[config.mk]
export PLATFORM = sky130hd
export DESIGN_NAME = gated_sensor_moving_average_flat
export DESIGN_NICKNAME = d
export VERILOG_FILES = /design/src/rtl/gsma_pkg.sv /design/src/rtl/gsma_ifs.sv /design/src/rtl/gsma_ram.sv /design/src/rtl/gsma_front.sv /design/src/rtl/gsma_accum.sv /design/src/rtl/gsma_mean.sv /design/src/rtl/gated_sensor_moving_average.sv /design/src/flat_wrapper.sv
export VERILOG_INCLUDE_DIRS = /design/src /design/src/rtl
export SDC_FILE = /design/constraint.sdc
export NUM_CORES = 2
export LEC_CHECK = 0
export BUFFER_PORTS_ARGS = -buffer_cell sky130_fd_sc_hd__clkbuf_2
export CAP_MARGIN = 5
export CELL_PAD_IN_SITES_DETAIL_PLACEMENT = 0
export CELL_PAD_IN_SITES_GLOBAL_PLACEMENT = 1
export CORE_MARGIN = 5
export CORE_UTILIZATION = 45
export CTS_CLUSTER_SIZE = 10
export DETAILED_ROUTE_END_ITERATION = 10
export PLACE_DENSITY_LB_ADDON = 0.3
export SLEW_MARGIN = 20
export SYNTH_ARGS = -nofsm -noshare
export SYNTH_HDL_FRONTEND = slang
export SYNTH_SLANG_ARGS = --single-unit
[constraint.sdc]
create_clock -name clk -period 10.43 [get_ports clk]
set_clock_uncertainty 0.05 [all_clocks]
set_input_delay 1.043 -clock clk [delete_from_list [all_inputs] [get_ports clk]]
set_output_delay 1.043 -clock clk [all_outputs]
set_load 0.01 [all_outputs]
[src/rtl/gated_sensor_moving_average_assert.svh]
// Assertion helpers for the gated sensor moving average RTL.
// Each macro expects clk and rst_n in scope.
`ifndef GATED_SENSOR_MOVING_AVERAGE_ASSERT_SVH
`define GATED_SENSOR_MOVING_AVERAGE_ASSERT_SVH

// Same-cycle implication, checked out of reset.
`define GSMA_ASSERT_NOW(label, ante, cons, msg) \
  label: assert property (@(posedge clk) disable iff (!rst_n) (ante) |-> (cons)) \
    else $error(msg);

// Next-cycle implication, checked out of reset.
`define GSMA_ASSERT_NEXT(label, ante, cons, msg) \
  label: assert property (@(posedge clk) disable iff (!rst_n) (ante) |=> (cons)) \
    else $error(msg);

`endif

[src/rtl/gsma_pkg.sv]
package gsma_pkg;

  // Fixed field widths
  localparam int CH_W       = 2;
  localparam int CODE_W     = 12;
  localparam int SCALE_W    = 16;
  localparam int DIST_W     = 17;
  localparam int Q_FRAC     = 8;
  localparam int PROD_SH_W  = CODE_W + SCALE_W - Q_FRAC;
  localparam int BO_W       = DIST_W + 1;
  localparam int DSUM_W     = PROD_SH_W + 2;
  localparam int CFG_IDX_W  = 3;
  localparam int CFG_DATA_W = DIST_W;
  localparam int NUM_OFFSETS = 4;

  // Distance saturation limits
  localparam logic signed [DSUM_W-1:0] SAT_LO = DSUM_W'(-65536);
  localparam logic signed [DSUM_W-1:0] SAT_HI = DSUM_W'(65535);

  // Register indexes
  localparam logic [CFG_IDX_W-1:0] REG_MIN_VALID = 3'd0;
  localparam logic [CFG_IDX_W-1:0] REG_SCALE     = 3'd1;
  localparam logic [CFG_IDX_W-1:0] REG_BASE      = 3'd2;
  localparam logic [CFG_IDX_W-1:0] REG_OFFSET0   = 3'd3;
  localparam logic [CFG_IDX_W-1:0] REG_OFFSET1   = 3'd4;
  localparam logic [CFG_IDX_W-1:0] REG_OFFSET2   = 3'd5;
  localparam logic [CFG_IDX_W-1:0] REG_OFFSET3   = 3'd6;

  // Register reset values
  localparam logic [CODE_W-1:0]  MIN_VALID_RST = 12'd124;
  localparam logic [SCALE_W-1:0] SCALE_RST     = 16'd256;

  typedef struct packed {
    logic [CODE_W-1:0]                    min_valid;
    logic [SCALE_W-1:0]                   scale;
    logic signed [DIST_W-1:0]             base;
    logic [NUM_OFFSETS-1:0][DIST_W-1:0]   offset;
  } cfg_t;

  // Input stage contents
  typedef struct packed {
    logic [CH_W-1:0]          ch;
    logic                     ok;
    logic                     old_valid;
    logic [PROD_SH_W-1:0]     prod_sh;
    logic signed [BO_W-1:0]   bo;
  } s1_t;

  // Sum stage tag
  typedef struct packed {
    logic [CH_W-1:0] ch;
    logic            invalid;
  } s2_t;

endpackage

[src/rtl/gsma_ifs.sv]
// Input channel: one tagged converter sample per transfer
interface gsma_in_if import gsma_pkg::*; ();
  logic              valid;
  logic              ready;
  logic [CH_W-1:0]   channel;
  logic [CODE_W-1:0] sample_code;

  modport source (output valid, output channel, output sample_code, input ready);
  modport sink   (input valid, input channel, input sample_code, output ready);
endinterface

// Result channel: one filtered airgap per transfer
interface gsma_out_if import gsma_pkg::*; ();
  logic                     valid;
  logic                     ready;
  logic [CH_W-1:0]          out_channel;
  logic                     invalid;
  logic signed [DIST_W-1:0] airgap_um;

  modport source (output valid, output out_channel, output invalid, output airgap_um,
                  input ready);
  modport sink   (input valid, input out_channel, input invalid, input airgap_um,
                  output ready);
endinterface

// Configuration write channel
interface gsma_cfg_if import gsma_pkg::*; ();
  logic                  valid;
  logic                  ready;
  logic [CFG_IDX_W-1:0]  index;
  logic [CFG_DATA_W-1:0] data;

  modport source (output valid, output index, output data, input ready);
  modport sink   (input valid, input index, input data, output ready);
endinterface

[src/rtl/gsma_ram.sv]
module gsma_ram #(
  parameter int WIDTH = 17,
  parameter int DEPTH = 40
) (
  input  logic                     clk,
  input  logic                     we,
  input  logic [$clog2(DEPTH)-1:0] waddr,
  input  logic [WIDTH-1:0]         wdata,
  input  logic                     rd_en,
  input  logic [$clog2(DEPTH)-1:0] raddr,
  output logic [WIDTH-1:0]         rdata
);

  logic [WIDTH-1:0] mem [DEPTH];
  logic [WIDTH-1:0] rdata_r;

  always_ff @(posedge clk) begin
    if (we) begin
      mem[waddr] <= wdata;
    end
    if (rd_en) begin
      rdata_r <= mem[raddr];
    end
  end

  assign rdata = rdata_r;

endmodule

[src/rtl/gsma_front.sv]
module gsma_front import gsma_pkg::*; #(
  parameter int CHANNELS = 4,
  parameter int WINDOW   = 10
) (
  input  logic                                   clk,
  input  logic                                   rst_n,
  gsma_in_if.sink                                in_bus,
  input  cfg_t                                   cfg,
  input  logic                                   adv,
  output logic                                   s1_v,
  output s1_t                                    s1,
  output logic [$clog2(CHANNELS*WINDOW)-1:0]     s1_addr,
  output logic                                   rd_en,
  output logic [$clog2(CHANNELS*WINDOW)-1:0]     rd_addr
);

  localparam int CW = (CHANNELS > 1) ? $clog2(CHANNELS) : 1;
  localparam int SW = $clog2(WINDOW);
  localparam int AW = $clog2(CHANNELS*WINDOW);

  logic                 s1_v_r, s1_v_nxt;
  s1_t                  s1_r, s1_nxt;
  logic [AW-1:0]        s1_addr_r;
  logic [SW-1:0]        slot_r [CHANNELS];
  logic [CHANNELS-1:0]  wrap_r;

  logic                       accept;
  logic                       ok;
  logic [CW-1:0]              ch_idx;
  logic [SW-1:0]              slot_cur, slot_inc;
  logic                       slot_last;
  logic [AW-1:0]              addr;
  logic [CODE_W+SCALE_W-1:0]  prod;

  // Gate, scale product and boxcar slot lookup for the incoming sample
  always_comb begin
    accept    = in_bus.valid && in_bus.ready;
    ok        = (int'(in_bus.channel) < CHANNELS) && (in_bus.sample_code >= cfg.min_valid);
    ch_idx    = CW'(in_bus.channel);
    slot_cur  = slot_r[ch_idx];
    slot_last = (slot_cur == SW'(WINDOW - 1));
    slot_inc  = slot_last ? '0 : slot_cur + 1'b1;
    addr      = AW'(int'(ch_idx) * WINDOW + int'(slot_cur));
    prod      = in_bus.sample_code * cfg.scale;

    s1_nxt.ch        = in_bus.channel;
    s1_nxt.ok        = ok;
    s1_nxt.old_valid = wrap_r[ch_idx];
    s1_nxt.prod_sh   = prod[CODE_W+SCALE_W-1:Q_FRAC];
    s1_nxt.bo        = BO_W'(cfg.base) + BO_W'($signed(cfg.offset[in_bus.channel]));

    s1_v_nxt = accept ? 1'b1 : (adv ? 1'b0 : s1_v_r);
  end

  assign in_bus.ready = !s1_v_r || adv;
  assign rd_en        = accept && ok;
  assign rd_addr      = addr;

  // Control: stage valid, per-channel slot and wrap flag
  always_ff @(posedge clk) begin
    if (!rst_n) begin
      s1_v_r <= 1'b0;
      wrap_r <= '0;
      for (int i = 0; i < CHANNELS; i++) begin
        slot_r[i] <= '0;
      end
    end else begin
      s1_v_r <= s1_v_nxt;
      if (accept && ok) begin
        slot_r[ch_idx] <= slot_inc;
        if (slot_last) begin
          wrap_r[ch_idx] <= 1'b1;
        end
      end
    end
  end

  // Payload
  always_ff @(posedge clk) begin
    if (accept) begin
      s1_r      <= s1_nxt;
      s1_addr_r <= addr;
    end
  end

  assign s1_v    = s1_v_r;
  assign s1      = s1_r;
  assign s1_addr = s1_addr_r;

endmodule

[src/rtl/gsma_accum.sv]
module gsma_accum import gsma_pkg::*; #(
  parameter int CHANNELS = 4,
  parameter int WINDOW   = 10
) (
  input  logic                                        clk,
  input  logic                                        rst_n,
  input  logic                                        s1_v,
  input  s1_t                                         s1,
  input  logic [$clog2(CHANNELS*WINDOW)-1:0]          s1_addr,
  input  logic [DIST_W-1:0]                           rdata,
  input  logic                                        s2_free,
  output logic                                        adv,
  output logic                                        we,
  output logic [$clog2(CHANNELS*WINDOW)-1:0]          waddr,
  output logic [DIST_W-1:0]                           wdata,
  output logic                                        s2_v,
  output s2_t                                         s2,
  output logic signed [DIST_W+$clog2(WINDOW)-1:0]     s2_sum
);

  localparam int CW   = (CHANNELS > 1) ? $clog2(CHANNELS) : 1;
  localparam int SUMW = DIST_W + $clog2(WINDOW);

  logic signed [SUMW-1:0]  sums_r [CHANNELS];
  logic                    s2_v_r, s2_v_nxt;
  s2_t                     s2_r;
  logic signed [SUMW-1:0]  s2_sum_r;

  logic [CW-1:0]             ch_idx;
  logic signed [DSUM_W-1:0]  dist_raw;
  logic signed [DIST_W-1:0]  dist_sat, old;
  logic signed [SUMW-1:0]    sum_nxt;

  // Distance with saturation, then running sum update
  always_comb begin
    ch_idx   = CW'(s1.ch);
    dist_raw = $signed({2'b00, s1.prod_sh}) + DSUM_W'(s1.bo);
    if (dist_raw < SAT_LO) begin
      dist_sat = SAT_LO[DIST_W-1:0];
    end else if (dist_raw > SAT_HI) begin
      dist_sat = SAT_HI[DIST_W-1:0];
    end else begin
      dist_sat = dist_raw[DIST_W-1:0];
    end
    // a slot not yet written since reset counts as zero
    old     = s1.old_valid ? $signed(rdata) : '0;
    sum_nxt = sums_r[ch_idx] + SUMW'(dist_sat) - SUMW'(old);

    adv      = s1_v && s2_free;
    s2_v_nxt = adv ? 1'b1 : (s2_free ? 1'b0 : s2_v_r);
  end

  assign we    = adv && s1.ok;
  assign waddr = s1_addr;
  assign wdata = dist_sat;

  always_ff @(posedge clk) begin
    if (!rst_n) begin
      s2_v_r <= 1'b0;
      for (int i = 0; i < CHANNELS; i++) begin
        sums_r[i] <= '0;
      end
    end else begin
      s2_v_r <= s2_v_nxt;
      if (we) begin
        sums_r[ch_idx] <= sum_nxt;
      end
    end
  end

  always_ff @(posedge clk) begin
    if (adv) begin
      s2_r.ch      <= s1.ch;
      s2_r.invalid <= !s1.ok;
      s2_sum_r     <= s1.ok ? sum_nxt : '0;
    end
  end

  assign s2_v   = s2_v_r;
  assign s2     = s2_r;
  assign s2_sum = s2_sum_r;

endmodule

[src/rtl/gsma_mean.sv]
module gsma_mean import gsma_pkg::*; #(
  parameter int WINDOW = 10
) (
  input  logic                                     clk,
  input  logic                                     rst_n,
  input  logic                                     s2_v,
  input  s2_t                                      s2,
  input  logic signed [DIST_W+$clog2(WINDOW)-1:0]  s2_sum,
  output logic                                     s2_free,
  gsma_out_if.source                               out_bus
);

  // floor(a / WINDOW) = (a * RECIP) >> SHIFT, exact for a below 2**MAG_W
  localparam int SUMW  = DIST_W + $clog2(WINDOW);
  localparam int MAG_W = SUMW - 1;
  localparam int L     = $clog2(WINDOW);
  localparam int SHIFT = MAG_W + L;
  localparam int RW    = MAG_W + 1;
  localparam int PW    = MAG_W + RW;
  localparam int QW    = PW - SHIFT;
  localparam logic [63:0] RECIP_FULL = ((64'd1 << SHIFT) / WINDOW) + 64'd1;
  localparam logic [RW-1:0] RECIP = RECIP_FULL[RW-1:0];

  logic                      out_v_r, out_v_nxt;
  logic [CH_W-1:0]           out_ch_r;
  logic                      out_inv_r;
  logic signed [DIST_W-1:0]  out_gap_r;

  logic                   out_load;
  logic                   neg;
  logic [MAG_W-1:0]       mag;
  logic [PW-1:0]          prod;
  logic [QW-1:0]          quo;
  logic [SUMW-1:0]        mean;

  // Floor division of the window sum; negative sums go through one's complement
  always_comb begin
    neg  = s2_sum[SUMW-1];
    mag  = neg ? ~s2_sum[MAG_W-1:0] : s2_sum[MAG_W-1:0];
    prod = mag * RECIP;
    quo  = prod[PW-1:SHIFT];
    mean = neg ? ~SUMW'(quo) : SUMW'(quo);

    out_load  = s2_v && (!out_v_r || out_bus.ready);
    out_v_nxt = out_load ? 1'b1 : (out_bus.ready ? 1'b0 : out_v_r);
  end

  assign s2_free = !s2_v || !out_v_r || out_bus.ready;

  always_ff @(posedge clk) begin
    if (!rst_n) begin
      out_v_r <= 1'b0;
    end else begin
      out_v_r <= out_v_nxt;
    end
  end

  always_ff @(posedge clk) begin
    if (out_load) begin
      out_ch_r  <= s2.ch;
      out_inv_r <= s2.invalid;
      out_gap_r <= s2.invalid ? '0 : $signed(mean[DIST_W-1:0]);
    end
  end

  assign out_bus.valid       = out_v_r;
  assign out_bus.out_channel = out_ch_r;
  assign out_bus.invalid     = out_inv_r;
  assign out_bus.airgap_um   = out_gap_r;

endmodule

[src/rtl/gated_sensor_moving_average.sv]
// Result path: input, sum and output registers in that order; a full output register stalls them.
// Throughput: one sample per cycle while the output is taken, any channel order; limited by the single
//   read and single write port of the window store, one of each per sample that passes the gate.
// Reset: registers return to their defaults, slots, running sums and fill flags clear
//   at once; window entries read as zero until written, so no clearing pass runs.
`include "gated_sensor_moving_average_assert.svh"

module gated_sensor_moving_average import gsma_pkg::*; #(
  parameter int CHANNELS = 4,
  parameter int WINDOW   = 10
) (
  input  logic        clk,
  input  logic        rst_n,
  gsma_in_if.sink     in_bus,
  gsma_out_if.source  out_bus,
  gsma_cfg_if.sink    cfg_bus
);

  localparam int AW   = $clog2(CHANNELS*WINDOW);
  localparam int SUMW = DIST_W + $clog2(WINDOW);

  cfg_t cfg_r;

  logic                    s1_v, adv, rd_en, we, s2_v, s2_free;
  s1_t                     s1;
  s2_t                     s2;
  logic [AW-1:0]           s1_addr, rd_addr, waddr;
  logic [DIST_W-1:0]       rdata, wdata;
  logic signed [SUMW-1:0]  s2_sum;

  // Configuration registers, to be written by the user only while the block is idle; the block does not enforce it
  assign cfg_bus.ready = 1'b1;

  always_ff @(posedge clk) begin
    if (!rst_n) begin
      cfg_r.min_valid <= MIN_VALID_RST;
      cfg_r.scale     <= SCALE_RST;
      cfg_r.base      <= '0;
      cfg_r.offset    <= '0;
    end else if (cfg_bus.valid) begin
      unique case (cfg_bus.index)
        REG_MIN_VALID: cfg_r.min_valid <= cfg_bus.data[CODE_W-1:0];
        REG_SCALE:     cfg_r.scale     <= cfg_bus.data[SCALE_W-1:0];
        REG_BASE:      cfg_r.base      <= $signed(cfg_bus.data);
        REG_OFFSET0:   cfg_r.offset[0] <= cfg_bus.data;
        REG_OFFSET1:   cfg_r.offset[1] <= cfg_bus.data;
        REG_OFFSET2:   cfg_r.offset[2] <= cfg_bus.data;
        REG_OFFSET3:   cfg_r.offset[3] <= cfg_bus.data;
        default: ;
      endcase
    end
  end

  gsma_front #(.CHANNELS(CHANNELS), .WINDOW(WINDOW)) u_front (
    .clk     (clk),
    .rst_n   (rst_n),
    .in_bus  (in_bus),
    .cfg     (cfg_r),
    .adv     (adv),
    .s1_v    (s1_v),
    .s1      (s1),
    .s1_addr (s1_addr),
    .rd_en   (rd_en),
    .rd_addr (rd_addr)
  );

  // Boxcar window store, one row of WINDOW entries per channel
  gsma_ram #(.WIDTH(DIST_W), .DEPTH(CHANNELS*WINDOW)) u_window (
    .clk   (clk),
    .we    (we),
    .waddr (waddr),
    .wdata (wdata),
    .rd_en (rd_en),
    .raddr (rd_addr),
    .rdata (rdata)
  );

  gsma_accum #(.CHANNELS(CHANNELS), .WINDOW(WINDOW)) u_accum (
    .clk     (clk),
    .rst_n   (rst_n),
    .s1_v    (s1_v),
    .s1      (s1),
    .s1_addr (s1_addr),
    .rdata   (rdata),
    .s2_free (s2_free),
    .adv     (adv),
    .we      (we),
    .waddr   (waddr),
    .wdata   (wdata),
    .s2_v    (s2_v),
    .s2      (s2),
    .s2_sum  (s2_sum)
  );

  gsma_mean #(.WINDOW(WINDOW)) u_mean (
    .clk     (clk),
    .rst_n   (rst_n),
    .s2_v    (s2_v),
    .s2      (s2),
    .s2_sum  (s2_sum),
    .s2_free (s2_free),
    .out_bus (out_bus)
  );

  // Pipeline occupancy and result checks
  `GSMA_ASSERT_NEXT(a_accept_fills_s1, in_bus.valid && in_bus.ready, s1_v, "transfer lost at input stage")
  `GSMA_ASSERT_NEXT(a_adv_fills_s2, adv, s2_v, "item lost between input and sum stage")
  `GSMA_ASSERT_NEXT(a_s2_fills_out, s2_v && !out_bus.valid, out_bus.valid, "output register did not load")
  `GSMA_ASSERT_NOW(a_invalid_zero, out_bus.valid && out_bus.invalid, out_bus.airgap_um == '0, "invalid result with nonzero distance")
  `GSMA_ASSERT_NOW(a_write_on_adv, we, adv && s1_v && s1.ok, "window write without a valid sample")

endmodule
[src/flat_wrapper.sv]
// flat-port wrapper written by rule: the top's interface ports become plain ports
module gated_sensor_moving_average_flat import gsma_pkg::*;
#(
  parameter int CHANNELS = 4,
  parameter int WINDOW   = 10
)
  (clk, rst_n, in_bus_valid, in_bus_channel, in_bus_sample_code, in_bus_ready, out_bus_valid, out_bus_out_channel, out_bus_invalid, out_bus_airgap_um, out_bus_ready, cfg_bus_valid, cfg_bus_index, cfg_bus_data, cfg_bus_ready);
  gsma_in_if in_bus_i ();
  gsma_out_if out_bus_i ();
  gsma_cfg_if cfg_bus_i ();
  input  logic clk;
  input  logic rst_n;
  input wire logic [$bits(in_bus_i.valid)-1:0] in_bus_valid;
  input wire logic [$bits(in_bus_i.channel)-1:0] in_bus_channel;
  input wire logic [$bits(in_bus_i.sample_code)-1:0] in_bus_sample_code;
  output wire logic [$bits(in_bus_i.ready)-1:0] in_bus_ready;
  output wire logic [$bits(out_bus_i.valid)-1:0] out_bus_valid;
  output wire logic [$bits(out_bus_i.out_channel)-1:0] out_bus_out_channel;
  output wire logic [$bits(out_bus_i.invalid)-1:0] out_bus_invalid;
  output wire logic [$bits(out_bus_i.airgap_um)-1:0] out_bus_airgap_um;
  input wire logic [$bits(out_bus_i.ready)-1:0] out_bus_ready;
  input wire logic [$bits(cfg_bus_i.valid)-1:0] cfg_bus_valid;
  input wire logic [$bits(cfg_bus_i.index)-1:0] cfg_bus_index;
  input wire logic [$bits(cfg_bus_i.data)-1:0] cfg_bus_data;
  output wire logic [$bits(cfg_bus_i.ready)-1:0] cfg_bus_ready;
  assign in_bus_i.valid = in_bus_valid;
  assign in_bus_i.channel = in_bus_channel;
  assign in_bus_i.sample_code = in_bus_sample_code;
  assign in_bus_ready = in_bus_i.ready;
  assign out_bus_valid = out_bus_i.valid;
  assign out_bus_out_channel = out_bus_i.out_channel;
  assign out_bus_invalid = out_bus_i.invalid;
  assign out_bus_airgap_um = out_bus_i.airgap_um;
  assign out_bus_i.ready = out_bus_ready;
  assign cfg_bus_i.valid = cfg_bus_valid;
  assign cfg_bus_i.index = cfg_bus_index;
  assign cfg_bus_i.data = cfg_bus_data;
  assign cfg_bus_ready = cfg_bus_i.ready;
  gated_sensor_moving_average #(.CHANNELS(CHANNELS), .WINDOW(WINDOW)) u_core (.clk(clk), .rst_n(rst_n), .in_bus(in_bus_i), .out_bus(out_bus_i), .cfg_bus(cfg_bus_i));
endmodule
==> key figures <==
CTS
  • Post-CTS setup buffers: 0
  • CTS clk-pin slew, worst paths: 60 ps
  • CTS tree: yes
  • Clock root buffer: clkbuf_16
  • Clk sinks: 1011
  • Post-CTS Resized: 0
  • Cts bufs inserted: 115
  • Htree depth: 3
  • Hold_buf cts: 0
  • Clock Latency Late Sink: 750 ps
  • CTS max path bufs: 3

Synthesis
  • Top cells by area, synth: edfxtp_1 (48%), fa_1 (11%), ha_1 (7.0%), mux4_2 (5.8%), dfxtp_1 (4.3%)
  • Yosys warns: 0
  • Netlist cell types: 71
  • Synthesized cell area: 56100 µm²
  • Synth Area per Inst: 12.9 µm²
  • Mux cell area share after synthesis: 8.36%
  • Seq cells post-synth: 1011
  • Post-synth top area share: 47.5%
  • Sequential area share after synthesis: 51.9%
  • Post-synthesis cell count: 4341
  • Post-synthesis adder-cell area fraction: 17.8%
  • Syn nets: 4997
  • Synth Area in Compound Gates: 7.05%
  • Largest family of logic cells by synthesized area: adder cells
  • Primary FF master, synth: edfxtp_1
  • Post-synthesis simple-gate area fraction: 7.90%
  • Post-Synth XOR/XNOR Area: 2.23%
  • Top cell type by total area after synthesis: edfxtp_1
  • Number of synthesized flops with an enable pin: 889
  • Synth async-reset ratio: 0%

Worst hold path
  • Worst hold start: u_core.u_front.wrap_r[2]
  • Min-Delay Path Depth: 2
  • Hold Crit Endpoint: u_core.u_front.wrap_r[2]
  • HP Class: flip-flop to flip-flop

Floorplan
  • Die area: 132000 µm²
  • Row cnt: 129
  • Core ar.: 124000 µm²
  • # IOs: 62
  • Die width: 363 µm
  • Chip Height: 363 µm
  • Initial core utilization: 45.4%

Routing
  • Post-route antenna net violation count: 0
  • Routed WL: 137000 µm
  • DR pass1 iterations: 5
  • # DRC: 0
  • Vias: 33400
  • Vias/cell: 5.47
  • Violation count after the first detailed-routing iteration: 2899
  • Per-cell routed wire length: 22.4 µm

Critical path
  • Worst path required time: 10830 ps
  • Setup crit end kind: flip-flop
  • Data arrival time of the worst path: 8130 ps
  • Worst-path fanout max: 39
  • Reg2reg start: u_core.u_accum.s2_sum[20]
  • R2R cell count: 23
  • FF-to-FF End: u_core.u_mean.out_bus.airgap_um[10]
  • Setup Crit Path Kind: flip-flop to flip-flop
  • R2r setup slk: 2700 ps
  • Crit path launch type: flip-flop

STA
  • Final Hold Vio Count: 0
  • Max-slew violations: 0
  • Unrepaired setup endpoints after global routing: false
  • Peak Freq: 129 MHz
  • Tcrit/Tclk final: 74.1%
  • Final setup viols: 0
  • Slew @ Worst Pin: 1130 ps
  • Final setup margin: 2700 ps
  • Relative max-transition margin: 24.7%
  • Post-Route Setup TNS: 0 ps
  • Post-route minimum period: 7730 ps

Placement
  • RD Place Congestion: 0.852
  • DP Area: 58500 µm²
  • PortBufs: 60
  • DP HPWL: 90400 µm
  • Place WS: 2620 ps
  • Dpl cells: 5930

Global route
  • Global-route wire length before repair: 209000 µm
  • Remaining Overflow, GRT: 0
  • GRT Util Overall: 20.8%
  • Initial antenna violation count: 7
  • Pin count of the biggest net entering global routing: 110
  • Vias in the first global route: 34100

Layout
  • Share of cells above drive strength 1: 10.3%
  • Area delta synth->final: 10.1%
  • Fin nets: 5066
  • Fill cells: 10700
  • Area of the multi-input gates: 24500 µm²
  • Finished Cell Area: 61800 µm²
  • Seq. cell area: 29100 µm²
  • Layout Cells excl Fill: 6103

Run status
  • Status: complete, no violations

Job
  • # Max-Cap Violations: 0
## synth_stat cells, types with 14 or more instances
cell type  count
edfxtp_1     889
inv_1        522
nand2_1      459
ha_1         316
nor2_1       313
fa_1         301
clkbuf_1     147
mux4_2       145
mux2i_1      138
dfxtp_1      122
a21boi_0     113
a21oi_1       92
xor2_1        75
and2_1        73
a221oi_1      69
xnor2_1       68
o21ai_0       56
a21o_1        47
o221ai_1      35
nand3_1       34
nor2b_1       33
nor3_1        30
o21a_1        28
a211oi_1      26
buf_2         24
a31oi_1       23
nand2b_1      14
## how the worst max path moves through the flow
stage,depth (start not counted),start,end,slack (ps)
after floorplan,23,u_core.u_accum.s2_sum[20],u_core.u_mean.out_bus.airgap_um[10],2980
after global placement,23,u_core.u_accum.s2_sum[20],u_core.u_mean.out_bus.airgap_um[10],2750
after detailed placement,22,u_core.u_accum.s2_sum[20],u_core.u_mean.out_bus.airgap_um[10],2620
after CTS,22,u_core.u_accum.s2_sum[20],u_core.u_mean.out_bus.airgap_um[10],2610
after global routing,22,u_core.u_accum.s2_sum[20],u_core.u_mean.out_bus.airgap_um[10],2240
final,23,u_core.u_accum.s2_sum[20],u_core.u_mean.out_bus.airgap_um[10],2700
## critical path: stages (launching register included)
cell and delay (ps):
edfxtp_1 320, buf_4 540, xor2_1 530, nand2_1 260, fa_1 570, inv_1 40
ha_1 290, fa_1 510, inv_1 50, fa_1 520, inv_1 50, fa_1 470
inv_1 50, fa_1 500, inv_1 40, ha_1 340, a21oi_1 230, a21oi_1 130
or4_4 540, a211o_1 310, o211ai_4 340, nand2_1 140, a41oi_1 250, mux2_2 360
## stage by stage
stage	hold slack, ps	util [%]
2_1_floorplan	350	-
3_3_place_gp	352	47.2
3_5_place_dp	359	47.2
4_1_cts	403	49.9
5_1_grt	420	50.0
6_report	400	50.0
## area by class of cell
type,instances,area share (%)
Clock inverter,15,0.350
Antenna cell,2,0.00809
Tap cell,1637,3.31
Sequential cell,1011,47.1
Multi-Input combinational cell,2625,39.6
Clock buffer,156,5.02
Inverter,524,3.18
Timing Repair Buffer,133,1.44
## registers in the layout (all words and copies together), names as in the netlist, 16 cells and up, named ones only
register,cells
u_core.u_accum.s2_sum,21
u_core.u_front.s1,42
u_core.u_front.slot_r,16
u_core.u_window.mem,680
u_core.u_mean.out_bus.airgap_um,17
u_core.cfg_r,113
u_core.u_window.rdata,17
u_core.u_accum.sums_r,84
## metal layers
layer	wire length (µm)	up-vias	global-route usage, %	share of wire [%]
li1	-	15400	-	-
met1	60700	16800	29.7	44
met2	64000	941	33.2	47
met3	8660	178	3.71	6.3
met4	3340	0	5.46	2.4
met5	0	-	0	0
## logic make-up (layout without fill, tap and decap cells)
group                    after synthesis  after routing
AO/OA/AOI/OAI                        554            554
XOR/XNOR                             143            143
adder cells (fa/ha/maj)              617            617
buffers and inverters                705            828
flip-flops                          1011           1011
multiplexers                         287            287
other                                  1              3
AND/OR/NAND/NOR                     1023           1023
## layout by cell type, fill, tap and decap left out, types with 11 or more instances in the layout
| master | Yosys | final |
|---|---|---|
| xor2_1 | 75 | 75 |
| a31oi_1 | 23 | 22 |
| nor2_1 | 313 | 301 |
| a221oi_1 | 69 | 69 |
| a211oi_1 | 26 | 26 |
| nand4_1 | 11 | 11 |
| nand2b_1 | 14 | 14 |
| nand2_1 | 459 | 456 |
| clkbuf_16 | 0 | 116 |
| mux4_2 | 145 | 144 |
| xnor2_1 | 68 | 67 |
| clkbuf_1 | 147 | 35 |
| o221ai_1 | 35 | 35 |
| or3_1 | 13 | 13 |
| o21a_1 | 28 | 27 |
| nand3_1 | 34 | 34 |
| clkbuf_2 | 0 | 59 |
| dfxtp_1 | 122 | 122 |
| ha_1 | 316 | 315 |
| a21oi_1 | 92 | 91 |
| edfxtp_1 | 889 | 889 |
| and2_1 | 73 | 72 |
| o21bai_1 | 13 | 13 |
| fa_1 | 301 | 300 |
| nor3_1 | 30 | 28 |
| and3_1 | 13 | 13 |
| buf_4 | 3 | 71 |
| inv_1 | 522 | 522 |
| a21boi_0 | 113 | 113 |
| a21o_1 | 47 | 47 |
| nor2b_1 | 33 | 31 |
| o211ai_1 | 12 | 12 |
| o21ai_0 | 56 | 55 |
| mux2i_1 | 138 | 138 |
Power is not shown: default switching activity piles up to over one toggle a cycle in this logic, so the estimate is an artifact.
